`src/rtl/core/assert_macros.svh`:
```
// Assertion macros used by the output queue of the sound generator RTL.
`ifndef ASSERT_MACROS_SVH
`define ASSERT_MACROS_SVH
`ifndef SYNTHESIS
`define ASSERT_NEVER(label, clk, rst_n, cond) \
    label: assert property (@(posedge clk) disable iff (!rst_n) !(cond)) \
        else $error("assertion failed");
`define ASSERT_IMPLIES(label, clk, rst_n, ante, cons) \
    label: assert property (@(posedge clk) disable iff (!rst_n) (ante) |-> (cons)) \
        else $error("assertion failed");
`define ASSERT_NEXT(label, clk, rst_n, ante, cons) \
    label: assert property (@(posedge clk) disable iff (!rst_n) (ante) |=> (cons)) \
        else $error("assertion failed");
`else
`define ASSERT_NEVER(label, clk, rst_n, cond)
`define ASSERT_IMPLIES(label, clk, rst_n, ante, cons)
`define ASSERT_NEXT(label, clk, rst_n, ante, cons)
`endif
`endif

```
`src/rtl/core/tvsn_pkg.sv`:
```
// Package with register codes, control types and constant tables of the sound generator.
package tvsn_pkg;

    typedef enum logic [2:0] {
        REG_FREQ1_LO = 3'd0,
        REG_FREQ2_LO = 3'd1,
        REG_FREQ2_HI = 3'd2,
        REG_CONTROL  = 3'd3,
        REG_FREQ1_HI = 3'd4
    } t_reg_index;

    typedef struct packed {
        logic advance;
        logic load;
    } t_osc_ctrl;

    typedef logic [63:0][14:0] t_level_table;

    localparam logic        ACT_WRITE       = 1'b0;
    localparam logic        ACT_TICK        = 1'b1;
    localparam logic [9:0]  FREQ_FORCE_HIGH = 10'h3FE;
    localparam logic [7:0]  NOISE_LAST      = 8'd254;
    localparam logic [13:0] STEP_RESET      = 14'd40;

    function automatic logic [255:0] build_noise();
        logic [255:0] rom;
        logic [7:0]   sr;
        logic         fb;
        rom = '0;
        sr  = 8'hFF;
        for (int i = 0; i < 256; i++) begin
            fb     = sr[7] ^ sr[5] ^ sr[4] ^ sr[1];
            sr     = {sr[6:0], fb};
            rom[i] = sr[0];
        end
        return rom;
    endfunction

    function automatic t_level_table build_levels();
        t_level_table rom;
        int           vol;
        int           extra;
        int           lvl;
        logic         both;
        rom = '0;
        for (int i = 0; i < 64; i++) begin
            both  = ((i & 'h30) == 'h30);
            vol   = ((i & 'h0F) < 9) ? (i & 'h0F) : 8;
            extra = (both && vol > 1) ? vol * vol * 54 - 173 * vol + 162 : 0;
            lvl   = 0;
            if (vol != 0 && (i & 'h30) != 0) begin
                lvl = (extra + 586 + (vol - 1) * 1024) * (both ? 2 : 1);
            end
            rom[i] = lvl[14:0];
        end
        return rom;
    endfunction

    localparam logic [255:0] NOISE_ROM = build_noise();
    localparam t_level_table LEVEL_ROM = build_levels();

endpackage

```
`src/rtl/core/tvsn_osc.sv`:
```
// Phase accumulator of one voice with wrap detection and direct-mode load.
module tvsn_osc
    import tvsn_pkg::*;
#(
    parameter int FRACTION_BITS = 4
) (
    input  logic                      i_clk,
    input  logic                      i_rst_n,
    input  t_osc_ctrl                 i_ctrl,
    input  logic [13:0]               i_step,
    input  logic [FRACTION_BITS+9:0]  i_reload,
    output logic                      o_wrap
);

    localparam int PW = 12 + FRACTION_BITS;
    localparam int SW = PW + 14;
    localparam logic [PW-1:0] PERIOD = {2'b01, {(PW - 2){1'b0}}};

    logic [PW-1:0] r_phase;
    logic [PW-1:0] n_phase;
    logic [SW-1:0] w_step_wide;
    logic [PW-1:0] w_step;
    logic [PW-1:0] w_sum;
    logic [PW-1:0] w_reload;
    logic          w_ge;

    assign w_step_wide = SW'(i_step);
    assign w_step      = w_step_wide[PW-1:0];
    assign w_sum       = r_phase + w_step;
    assign w_reload    = {2'b00, i_reload};
    assign w_ge        = (w_sum >= PERIOD);
    assign o_wrap      = i_ctrl.advance && w_ge;

    always_comb begin
        n_phase = r_phase;
        if (i_ctrl.load) begin
            n_phase = w_reload;
        end else if (i_ctrl.advance) begin
            n_phase = w_ge ? (w_sum - PERIOD + w_reload) : w_sum;
        end
    end

    always_ff @(posedge i_clk) begin
        if (!i_rst_n) begin
            r_phase <= '0;
        end else begin
            r_phase <= n_phase;
        end
    end

endmodule

```
`src/rtl/core/tvsn_core.sv`:
```
// Sound register file, voice flip-flops, noise position and sample level selection.
module tvsn_core
    import tvsn_pkg::*;
#(
    parameter int FRACTION_BITS = 4
) (
    input  logic        i_clk,
    input  logic        i_rst_n,
    input  logic        i_cfg_we,
    input  logic [13:0] i_cfg_wdata,
    input  logic        i_accept,
    input  logic        i_action,
    input  logic [2:0]  i_reg_index,
    input  logic [7:0]  i_write_value,
    output logic        o_push,
    output logic [14:0] o_sample
);

    localparam int RW = 10 + FRACTION_BITS;
    localparam logic [RW-1:0] STOP = RW'(10'h3FF) << FRACTION_BITS;

    function automatic logic [RW-1:0] reload_of(input logic [9:0] f);
        logic [9:0] inc;
        inc = f + 10'd1;
        return RW'(inc) << FRACTION_BITS;
    endfunction

    logic [13:0]   r_step;
    logic [9:0]    r_freq_one, n_freq_one;
    logic [9:0]    r_freq_two, n_freq_two;
    logic [RW-1:0] r_reload_one, n_reload_one;
    logic [RW-1:0] r_reload_two, n_reload_two;
    logic [1:0]    r_toggles, n_toggles;
    logic [3:0]    r_volume, n_volume;
    logic [1:0]    r_enables, n_enables;
    logic          r_noise_on, n_noise_on;
    logic          r_direct, n_direct;
    logic [14:0]   r_direct_level, n_direct_level;
    logic [5:0]    r_level_one, n_level_one;
    logic [5:0]    r_level_two, n_level_two;
    logic [7:0]    r_noise_pos, n_noise_pos;

    logic          w_write;
    logic          w_tick;
    logic          w_wrap_one;
    logic          w_wrap_two;
    t_osc_ctrl     w_ctrl_one;
    t_osc_ctrl     w_ctrl_two;
    t_reg_index    w_index;

    assign w_write = i_accept && (i_action == ACT_WRITE);
    assign w_tick  = i_accept && (i_action == ACT_TICK);
    assign w_index = t_reg_index'(i_reg_index);

    always_comb begin
        w_ctrl_one.load    = w_write && (w_index == REG_CONTROL) && i_write_value[7];
        w_ctrl_two.load    = w_ctrl_one.load;
        w_ctrl_one.advance = w_tick && !r_direct && (r_reload_one != STOP);
        w_ctrl_two.advance = w_tick && !r_direct && (r_reload_two != STOP);
    end

    tvsn_osc #(.FRACTION_BITS(FRACTION_BITS)) u_osc_one (
        .i_clk    (i_clk),
        .i_rst_n  (i_rst_n),
        .i_ctrl   (w_ctrl_one),
        .i_step   (r_step),
        .i_reload (r_reload_one),
        .o_wrap   (w_wrap_one)
    );

    tvsn_osc #(.FRACTION_BITS(FRACTION_BITS)) u_osc_two (
        .i_clk    (i_clk),
        .i_rst_n  (i_rst_n),
        .i_ctrl   (w_ctrl_two),
        .i_step   (r_step),
        .i_reload (r_reload_two),
        .o_wrap   (w_wrap_two)
    );

    always_comb begin
        n_freq_one     = r_freq_one;
        n_freq_two     = r_freq_two;
        n_reload_one   = r_reload_one;
        n_reload_two   = r_reload_two;
        n_toggles      = r_toggles;
        n_volume       = r_volume;
        n_enables      = r_enables;
        n_noise_on     = r_noise_on;
        n_direct       = r_direct;
        n_direct_level = r_direct_level;
        n_level_one    = r_level_one;
        n_level_two    = r_level_two;
        n_noise_pos    = r_noise_pos;

        if (w_write) begin
            unique case (w_index)
                REG_FREQ1_LO: begin
                    n_freq_one = {r_freq_one[9:8], i_write_value};
                end
                REG_FREQ1_HI: begin
                    n_freq_one = {i_write_value[1:0], r_freq_one[7:0]};
                end
                REG_FREQ2_LO: begin
                    n_freq_two = {r_freq_two[9:8], i_write_value};
                end
                REG_FREQ2_HI: begin
                    n_freq_two = {i_write_value[1:0], r_freq_two[7:0]};
                end
                REG_CONTROL: begin
                    n_direct = i_write_value[7];
                    if (i_write_value[7]) begin
                        n_toggles      = 2'b11;
                        n_noise_pos    = '0;
                        n_direct_level = LEVEL_ROM[i_write_value[5:0]];
                    end
                    n_volume    = i_write_value[3:0];
                    n_enables   = i_write_value[5:4];
                    n_noise_on  = i_write_value[6] && !i_write_value[5];
                    n_level_one = {1'b0, n_toggles[0] & n_enables[0], n_volume};
                    n_level_two = {(n_toggles[1] & n_enables[1])
                                   | (n_noise_on & NOISE_ROM[n_noise_pos]),
                                   1'b0, n_volume};
                end
                default: begin
                end
            endcase

            if (w_index == REG_FREQ1_LO || w_index == REG_FREQ1_HI) begin
                n_reload_one = reload_of(n_freq_one);
                if (n_freq_one == FREQ_FORCE_HIGH) begin
                    n_toggles[0] = 1'b1;
                    n_level_one  = {1'b0, r_enables[0], r_volume};
                end
            end
            if (w_index == REG_FREQ2_LO || w_index == REG_FREQ2_HI) begin
                n_reload_two = reload_of(n_freq_two);
                if (n_freq_two == FREQ_FORCE_HIGH) begin
                    n_toggles[1] = 1'b1;
                    n_level_two  = {r_enables[1], r_noise_on, r_volume};
                end
            end
        end

        if (w_wrap_one) begin
            n_toggles[0] = ~r_toggles[0];
            n_level_one  = {1'b0, n_toggles[0] & r_enables[0], r_volume};
        end
        if (w_wrap_two) begin
            n_toggles[1] = ~r_toggles[1];
            n_level_two  = {(n_toggles[1] & r_enables[1])
                            | (r_noise_on & NOISE_ROM[r_noise_pos]),
                            1'b0, r_volume};
            n_noise_pos  = (r_noise_pos == NOISE_LAST) ? 8'd0 : r_noise_pos + 8'd1;
        end
    end

    assign o_push   = w_tick;
    assign o_sample = r_direct ? r_direct_level : LEVEL_ROM[n_level_one | n_level_two];

    always_ff @(posedge i_clk) begin
        if (!i_rst_n) begin
            r_step         <= STEP_RESET;
            r_freq_one     <= '0;
            r_freq_two     <= '0;
            r_reload_one   <= '0;
            r_reload_two   <= '0;
            r_toggles      <= '0;
            r_volume       <= '0;
            r_enables      <= '0;
            r_noise_on     <= 1'b0;
            r_direct       <= 1'b0;
            r_direct_level <= '0;
            r_level_one    <= '0;
            r_level_two    <= '0;
            r_noise_pos    <= '0;
        end else begin
            if (i_cfg_we) begin
                r_step <= i_cfg_wdata;
            end
            r_freq_one     <= n_freq_one;
            r_freq_two     <= n_freq_two;
            r_reload_one   <= n_reload_one;
            r_reload_two   <= n_reload_two;
            r_toggles      <= n_toggles;
            r_volume       <= n_volume;
            r_enables      <= n_enables;
            r_noise_on     <= n_noise_on;
            r_direct       <= n_direct;
            r_direct_level <= n_direct_level;
            r_level_one    <= n_level_one;
            r_level_two    <= n_level_two;
            r_noise_pos    <= n_noise_pos;
        end
    end

endmodule

```
`src/rtl/core/tvsn_outq.sv`:
```
// Output register with a skid stage that holds one sample while the consumer stalls.
`include "assert_macros.svh"
module tvsn_outq
    import tvsn_pkg::*;
(
    input  logic        i_clk,
    input  logic        i_rst_n,
    input  logic        i_push,
    input  logic [14:0] i_sample,
    input  logic        i_stall,
    output logic        o_valid,
    output logic [14:0] o_sample,
    output logic        o_full
);

    logic        r_out_valid;
    logic [14:0] r_out_sample;
    logic        r_skid_valid;
    logic [14:0] r_skid_sample;
    logic        w_pop;

    assign w_pop    = r_out_valid && !i_stall;
    assign o_valid  = r_out_valid;
    assign o_sample = r_out_sample;
    assign o_full   = r_skid_valid;

    always_ff @(posedge i_clk) begin
        if (!i_rst_n) begin
            r_out_valid  <= 1'b0;
            r_skid_valid <= 1'b0;
        end else begin
            priority if (r_skid_valid) begin
                if (w_pop) begin
                    r_out_sample <= r_skid_sample;
                    r_skid_valid <= 1'b0;
                end
            end else if (i_push) begin
                if (!r_out_valid || w_pop) begin
                    r_out_sample <= i_sample;
                    r_out_valid  <= 1'b1;
                end else begin
                    r_skid_sample <= i_sample;
                    r_skid_valid  <= 1'b1;
                end
            end else if (w_pop) begin
                r_out_valid <= 1'b0;
            end else begin
                r_out_valid <= r_out_valid;
            end
        end
    end

    `ASSERT_IMPLIES(a_skid_behind_out, i_clk, i_rst_n, r_skid_valid, r_out_valid)
    `ASSERT_NEVER(a_no_push_when_full, i_clk, i_rst_n, r_skid_valid && i_push)
    `ASSERT_NEXT(a_held_stays, i_clk, i_rst_n, r_out_valid && i_stall, r_out_valid)
    `ASSERT_NEXT(a_skid_fills, i_clk, i_rst_n, r_out_valid && i_stall && i_push, r_skid_valid)

endmodule

```
`src/rtl/core/two_voice_square_noise_sound.sv`:
```
// Two-voice square and noise sound generator, one register write or sample tick per item.
// A tick's sample is registered at the output, or in the skid stage if the output is held.
// Throughput: one item per cycle while o_stall is low; the output register and a one-deep skid
// stage absorb stalls. o_stall rises only while two samples wait and drops when one is taken.
// Reset (synchronous, active low) clears all voice state and sets the phase step to 40.
module two_voice_square_noise_sound
    import tvsn_pkg::*;
#(
    parameter int FRACTION_BITS = 4
) (
    input  logic        i_clk,
    input  logic        i_rst_n,
    input  logic        i_cfg_we,
    input  logic [13:0] i_cfg_wdata,
    input  logic        i_valid,
    output logic        o_stall,
    input  logic        i_action,
    input  logic [2:0]  i_reg_index,
    input  logic [7:0]  i_write_value,
    output logic        o_valid,
    input  logic        i_stall,
    output logic [14:0] o_sample
);

    logic        w_full;
    logic        w_accept;
    logic        w_push;
    logic [14:0] w_sample;

    assign o_stall  = w_full;
    assign w_accept = i_valid && !w_full;

    tvsn_core #(.FRACTION_BITS(FRACTION_BITS)) u_core (
        .i_clk         (i_clk),
        .i_rst_n       (i_rst_n),
        .i_cfg_we      (i_cfg_we),
        .i_cfg_wdata   (i_cfg_wdata),
        .i_accept      (w_accept),
        .i_action      (i_action),
        .i_reg_index   (i_reg_index),
        .i_write_value (i_write_value),
        .o_push        (w_push),
        .o_sample      (w_sample)
    );

    tvsn_outq u_outq (
        .i_clk    (i_clk),
        .i_rst_n  (i_rst_n),
        .i_push   (w_push),
        .i_sample (w_sample),
        .i_stall  (i_stall),
        .o_valid  (o_valid),
        .o_sample (o_sample),
        .o_full   (w_full)
    );

endmodule
```
`config.mk`:
```
export PLATFORM = sky130hd
export DESIGN_NAME = two_voice_square_noise_sound
export DESIGN_NICKNAME = d
export VERILOG_FILES = /design/src/rtl/core/tvsn_pkg.sv /design/src/rtl/core/tvsn_osc.sv /design/src/rtl/core/tvsn_core.sv /design/src/rtl/core/tvsn_outq.sv /design/src/rtl/core/two_voice_square_noise_sound.sv
export VERILOG_INCLUDE_DIRS = /design/src /design/src/rtl/core
export SDC_FILE = /design/constraint.sdc
export NUM_CORES = 1
export LEC_CHECK = 0
export BUFFER_PORTS_ARGS = -buffer_cell sky130_fd_sc_hd__buf_2
export CAP_MARGIN = 40
export CORE_MARGIN = 10
export CORE_UTILIZATION = 65
export CTS_BUF_LIST = sky130_fd_sc_hd__clkbuf_8
export CTS_CLUSTER_SIZE = 20
export DETAILED_ROUTE_END_ITERATION = 7
export PLACE_DENSITY = 0.9
export SYNTH_ARGS = -nofsm -noshare
export SYNTH_HDL_FRONTEND = slang
export SYNTH_SLANG_ARGS = --single-unit
```
`constraint.sdc`:
```
create_clock -name i_clk -period 4.65 [get_ports i_clk]
set_input_delay 0.6975 -clock i_clk [delete_from_list [all_inputs] [get_ports i_clk]]
set_output_delay 0.6975 -clock i_clk [all_outputs]
set_load 0.01 [all_outputs]
```
Word-level counts from Yosys, hierarchy flattened
Memory sizes are Yosys's and may differ from the RTL's. A register that Yosys moved wholly into a read port is not among the register bits.
Cells that the tools add are included.
Widths: inputs -> output; s select.
- eq/ne operators: 11
- reduce and logical (&&, ||, !) cells: 39
- multiplexer cells: 55
- bitwise logic cells: 15
- $add $sub $neg: 9
- $lt $le $gt $ge: 5
- operator list (kind ; number):
    $mux 15 ; 6
    $mux 8 ; 9
    $add 16x14->16 ; 4
    $mux 6 ; 10
    $mux 14 ; 4
    $pmux 10 s2 ; 2
    $ge 16x15->1 const B ; 2
    $mux 16 ; 2
    $sub 16x15->16 const B ; 2
    $add 10x1->10 const B ; 2
    $eq 10x10->1 const B ; 2
    $mux 10 ; 2
    $ne 10x10->1 const B ; 2
    $lt 8x9->1 const B ; 2
    $reduce_bool 2->1 ; 8
    $mux 1 ; 15
    $logic_and 1x1->1 ; 12
    $mux 2 ; 5
    $add 8x1->8 const B ; 1
    $eq 8x8->1 const B ; 1
    $reduce_and 2->1 ; 4
    $reduce_and 4->1 ; 2
    $lt 6x7->1 const B ; 1
    $and 1x1->1 ; 6
    other kinds (13) ; 28
- register bits after elaboration: 148
- memories kept: 4
- logic and storage cells: 160
- bits in read-only memories: 2432
- bits of input ports: 31
- output and inout port bits: 17
- memories (name ; words ; width ; read ports ; clocked after memory_dff ; write ports ; line ; RTL):
    (name not given) ; 64 ; 15 ; 1 ; 0 ; 0 ; tvsn_core.sv:158 ; assign o_sample = r_direct ? r_direct_level : LEVEL_ROM[n_level_one | n_level_two];
    (name not given) ; 64 ; 15 ; 1 ; 1 ; 0 ; tvsn_core.sv:114 ; n_direct_level = LEVEL_ROM[i_write_value[5:0]];
    (name not given) ; 256 ; 1 ; 1 ; 1 ; 0 ; tvsn_core.sv:151 ; | (r_noise_on & NOISE_ROM[r_noise_pos]),
    (name not given) ; 256 ; 1 ; 1 ; 0 ; 0 ; tvsn_core.sv:121 ; | (n_noise_on & NOISE_ROM[n_noise_pos]),

Depth between registers and ports, before layout
- depth after elaboration: 20
- mapped depth: 21
- mapped depth without buffers: 21

By module
A second synthesis with hierarchy kept.
- cells, all modules: 1561
- area total of the unflattened synthesis: 12758.5 sq um
- by module, submodules not included (module ; sequential area each (sq um) ; cells each ; times used ; area an instance (sq um)):
    tvsn_core ; 1981.9 ; 946 ; 1 ; 7013.0
    tvsn_osc at u_core.u_osc_one ; 320.3 ; 278 ; 1 ; 2284.7
    tvsn_osc at u_core.u_osc_two ; 320.3 ; 276 ; 1 ; 2244.7
    tvsn_outq ; 940.9 ; 60 ; 1 ; 1202.4
    two_voice_square_noise_sound ; 0.0 ; 1 ; 1 ; 13.8

Worst setup path before layout
OpenSTA, ideal clock, no wires.
- path type: input-to-reg
- start: input port i_reg_index[1]
- end: register u_outq.r_out_sample[9], in the netlist u_outq.o_sample[9] (data pin)
- library setup time: 0.260 ns
- slack: 0.348 ns
- data arrival time: 4.042 ns
- path buffers: 3
- required time: 4.390 ns
- cell stages on the path: 19
- cells stage by stage: buf_4 nor3b_4 buf_6 mux2i_1 ha_1 nand2b_1 a21oi_1 and4bb_4 o21ai_2 nand2_1 nand2_1 a22oi_1 and3_1 clkbuf_1 ha_1 nand3_1 a221oi_1 o21ai_1 mux2_2
- word-level cells in the longest chain between the ends: 15
- elaborated cells between the ends (all ways): 30
- classes of those cells: eq/ne (6); mux (19); bitwise (1); reduce/logical (3); memory (1)
- RTL lines (item ; line ; RTL):
    start, declared ; two_voice_square_noise_sound.sv:18 ; input logic [2:0] i_reg_index,
    $eq 3x3->1, or another cell as far along ; tvsn_core.sv:96, tvsn_core.sv:128 ;
    $pmux 10 s2 ; tvsn_core.sv:96 ; unique case (w_index)
    $mux 10 ; tvsn_core.sv:95 ; if (w_write) begin
    $eq 10x10->1 (on tied branches) ; tvsn_core.sv:130, tvsn_core.sv:137 ;
    $mux 6 (on tied branches) ; tvsn_core.sv:130, tvsn_core.sv:137 ;
    $mux 6 (on tied branches) ; tvsn_core.sv:128, tvsn_core.sv:135 ;
    $mux 6 ; tvsn_core.sv:95 ;
    $mux 6 (on tied branches) ; tvsn_core.sv:144, tvsn_core.sv:148 ;
    $or 6x6->6 * ; tvsn_core.sv:158 ;
    $mem_v2 64x15 * ; -- ;
    $mux 15 (not written as such) * ; tvsn_core.sv:158 ;
    $mux 15 * ; tvsn_core.sv:158 ;
    named net u_core.o_sample[9] ; tvsn_core.sv:16 ; output logic [14:0] o_sample
    $mux 15 * ; tvsn_outq.sv:38 ; if (!r_out_valid || w_pop) begin
    $mux 15 * ; tvsn_outq.sv:37 ; end else if (i_push) begin
    $mux 15 * ; tvsn_outq.sv:32 ; priority if (r_skid_valid) begin
    end signal, assigned ; tvsn_outq.sv:34 ; r_out_sample <= r_skid_sample;
    end signal, assigned ; tvsn_outq.sv:39 ; r_out_sample <= i_sample;
    end, declared ; tvsn_outq.sv:17 ; logic [14:0] r_out_sample;
Mark *: on every way through the listed nets, which the timed path passes. The rest lies on a longest branch. The select of a mux whose other input is x is not followed.
A chain may end at the register's enable or synchronous reset.

Worst setup path after layout
- start: register u_core.r_step[0]
- end: register u_outq.r_out_sample[9], in the netlist u_outq.o_sample[9] (data pin)
- word-level cells in the longest chain between the ends: 11
- elaborated cells between the ends (all ways): 15
- classes of those cells: add/sub (2); order compare (2); mux (7); bitwise (1); reduce/logical (2); memory (1)
- RTL lines (item ; line ; RTL):
    start, declared ; tvsn_core.sv:28 ; logic [13:0] r_step;
    start signal, assigned ; tvsn_core.sv:178 ; r_step <= i_cfg_wdata;
    $add 16x14->16 ; tvsn_osc.sv:29 ; assign w_sum = r_phase + w_step;
    $ge 16x15->1 ; tvsn_osc.sv:31 ; assign w_ge = (w_sum >= PERIOD);
    $logic_and 1x1->1 ; tvsn_osc.sv:32 ; assign o_wrap = i_ctrl.advance && w_ge;
    $mux 6 (on tied branches) ; tvsn_core.sv:144, tvsn_core.sv:148 ;
    $or 6x6->6 * ; tvsn_core.sv:158 ;
    $mem_v2 64x15 * ; -- ;
    $mux 15 (not written as such) * ; tvsn_core.sv:158 ;
    $mux 15 * ; tvsn_core.sv:158 ;
    named net u_core.o_sample[9] ; tvsn_core.sv:16 ;
    $mux 15 * ; tvsn_outq.sv:38 ;
    $mux 15 * ; tvsn_outq.sv:37 ;
    $mux 15 * ; tvsn_outq.sv:32 ;
Marked as above.

==> impl_metrics.tcl <==
set metrics [dict create \
    die_w_um 154.6 \
    skew_ns 0.01666 \
    yosys.area.top_type "dfxtp_1" \
    root_buffer "clkbuf_8" \
    grt_max_degree 54 \
    viasPerCell 6.693 \
    drt_wl_total_um 33050 \
    antenna_found_initial 0 \
    numCtsBuffers 17 \
    ctsHoldBuffers 0 \
    p_total_uw 3177 \
    dr.pass1.iters 7 \
    cp.required_ns 4.91 \
    rows 49 \
    final_cell_mix "nand2_1 (159), nor2_1 (155), dfxtp_1 (133)" \
    place_inst 1675 \
    clkPwrFrac_pct 35.4 \
    critPathLaunch "u_core.r_step[0]" \
    cts.sinks 161 \
    routed.top_layer "met4" \
    power.leakage_uw 0.005186 \
    grt_pass1_vias 10960 \
    async_reset_ff_share_pct 0 \
    detail_route.wl_per_cell_um 19.28 \
    start_util_pct 65.82 \
    met1_length_um 13480 \
    critPathKind "reg -> reg" \
    fin_nets 1587 \
    synth_top_area_share_pct 22.60 \
    netSwitchingFraction_pct 31.45 \
    die_h_um 154.6 \
    dr_wl_met3_um 2831 \
    drc 0 \
    setup_viol 0 \
    post-place-ws_ns 0.1249 \
    arrival_ns 4.74 \
    grt_first_pass_wirelength_um 53230 \
    worst_pin_slew_ns 0.7907 \
    ant_nets 0 \
    seqPwrFrac_pct 47.1 \
    worst_setup_path_start_kind "flip-flop" \
    syn-num-nets 1549 \
    p_int_uw 2178 \
    clock_path_buffers 2 \
    gp_congestion 0.9825 \
    ys_warn_count 0 \
    clock.fmax_mhz 223.1 \
    timing.final.crit_share_pct 96.41 \
    cts_tree "done" \
    setup_ws_ns 0.1671 \
    ff2ff_setup_slack_ns 0.17 \
    mostFrequentLayoutCell "nand2_1" \
    maxCapViolCount 0 \
    critPathCapture "u_outq.o_sample[9]" \
    ir_drop_v 0.0003884 \
    coreArea_um2 17900 \
    synth_ff_type "dfxtp_1" \
    syn-cell-area_um2 11780 \
    yosysUniqueCellTypes 105 \
    vias 11470 \
    rr_startpoint "u_core.r_step[0]" \
    status "complete, no violations" \
    pin_count 48 \
    drtIter0Drc 1276 \
    cp-end-kind "flip-flop" \
    dp_hpwl_um 23590 \
    crit_fanout 6 \
    r2r-end "u_outq.o_sample[9]" \
    antenna_cells 0 \
    synth_edf_count 28 \
    ys_seq_elements 161 \
    hold_violations 0 \
    setup_tns_ns 0 \
    portBuffers 46 \
    synth_area_leaders "dfxtp_1 (23%), ha_1 (8.5%), edfxtp_1 (7.1%), a21oi_1 (5.4%), nand2_1 (5.1%)" \
    rsz0062_at_grt "yes" \
    clkLatencyLatePin_ns 0.49 \
    layout-drive-gt1-share_pct 15.35 \
    grt_usage_pct 26.29 \
    postSynthCellCount 1434 \
    rr_worst_depth 17 \
    power_switching_uw 999.3 \
    instances_no_fill 1714 \
    holdCritPathClass "in -> reg" \
    combPwrFrac_pct 17.6 \
    postSynthAreaPerCell_um2 8.217 \
    dieArea_um2 23920 \
    relSlewSlack_pct 47.22 \
    htreeDepth 4 \
    p_per_area_nw_per_um2 246.6 \
    drv_slew 0 \
    area_growth_pct 9.312 \
    wl_met2_um 15680 \
    finalCriticalPeriod_ns 4.483 \
    clk_pin_slew_ns 0.10 \
    yosysSeqAreaShare_pct 29.73 \
    grt-ovfl-total 0 \
]
## area by class of cell
cell class,instances,area (um2)
tap,229,286.5
timing repair buffer,102,670.6
sequential,161,3503
clock buffer,17,234.0
clock inverter,15,190.2
inverter,61,230.2
multi-input combinational,1129,7766
fill,1303,5021
## per-layer routing
layer,up-vias,GRT usage [%]
li1,5302,-
met1,5389,32.52
met2,655,43.54
met3,126,5.297
met4,0,11.07
met5,-,0
## cells in the mapped netlist, types with 11 or more instances
cell type,count
inv_1,57
nor2b_1,12
a211oi_1,39
o211ai_1,12
a31oi_1,18
nand2b_1,18
or3_1,11
nor2_1,156
a21oi_1,127
clkbuf_1,55
nand2_1,159
a221oi_1,16
nor3_1,30
xor2_1,13
edfxtp_1,28
o21ai_0,56
dfxtp_1,133
ha_1,80
a21o_1,21
nand3_1,41
mux2i_1,59
xnor2_1,39
mux2_2,13
## flip-flops by register name, summed over array words and instances (netlist names), 8 cells and up, named ones only
register	cells
u_core.r_direct_level	14
u_core.r_freq_one	10
u_outq.r_skid_sample	14
u_core.u_osc_two.r_phase	16
u_core.r_reload_one	10
u_core.r_noise_pos	8
u_core.r_freq_two	10
u_core.r_step	14
u_outq.o_sample	14
u_core.r_reload_two	10
u_core.u_osc_one.r_phase	16
## through the flow
step           utilization (%)  hold WS, ns  cell area [um2]
2_1_floorplan                -       0.4321            11780
3_3_place_gp             68.70       0.4450            12300
3_5_place_dp             68.98       0.4540            12350
4_1_cts                  71.35       0.4281            12770
5_1_grt                  71.95       0.4394            12880
6_report                 71.95       0.4347            12880
## timing repair
action | 4_1_cts | 5_1_grt
setup buffers | 0 | 7
endpoints found under the setup margin | 0 | 19
endpoints found under the hold margin | 0 | 0
resized for setup | 0 | 16
## critical path, stage by stage (launching register included)
cell and delay, ns:
dfxtp_1 0.35, ha_1 0.23, fa_1 0.50, a211oi_2 0.28
o21bai_2 0.14, a211oi_4 0.38, nor3_1 0.15, o21ai_2 0.31
nand3_2 0.13, buf_4 0.19, o31ai_4 0.19, nand2_1 0.10
inv_1 0.10, ha_1 0.23, nand3_1 0.21, a221oi_2 0.34
o21ai_1 0.13, mux2_2 0.29
## cell families (layout without fill, tap and decap cells)
family / count (synthesis) / after routing / synth area share [%]
AOI/OAI and AO/OA: 431 / 431 / 26.11
xor gates and xnor gates: 53 / 53 / 4.003
adders and majority gates: 84 / 84 / 9.174
buffers and inverters: 144 / 195 / 5.044
DFF: 161 / 161 / 29.73
muxes: 74 / 74 / 6.541
other: 1 / 1 / 0.03182
and+or+nand+nor: 486 / 486 / 19.37
## worst min-delay path by stage
| stage | slack (ns) | depth (start not counted) | from | endpoint |
|---|---|---|---|---|
| after floorplan | 0.43 | 2 | u_core.r_direct_level[13] | u_core.r_direct_level[13] |
| after global placement | 0.45 | 2 | u_core.r_direct_level[11] | u_core.r_direct_level[11] |
| after CTS | 0.43 | 3 | i_cfg_wdata[5] | u_core.r_step[5] |
| after global routing | 0.44 | 3 | i_cfg_wdata[3] | u_core.r_step[3] |
| final | 0.43 | 3 | i_cfg_wdata[5] | u_core.r_step[5] |
| after detailed placement | 0.45 | 2 | u_core.u_osc_two.r_phase[3] | u_core.u_osc_two.r_phase[3] |
## power groups by stage
stage / combinational (uW) / clock (uW) / sequential (uW)
CTS: 537 / 1120 / 1490
global placement: 505 / 0 / 1520
global route: 608 / 1180 / 1500
floorplan: 397 / 0 / 1510
finish: 558 / 1120 / 1500
detailed placement: 530 / 0 / 1530
Note: power is estimated with default switching activity, not from simulation.
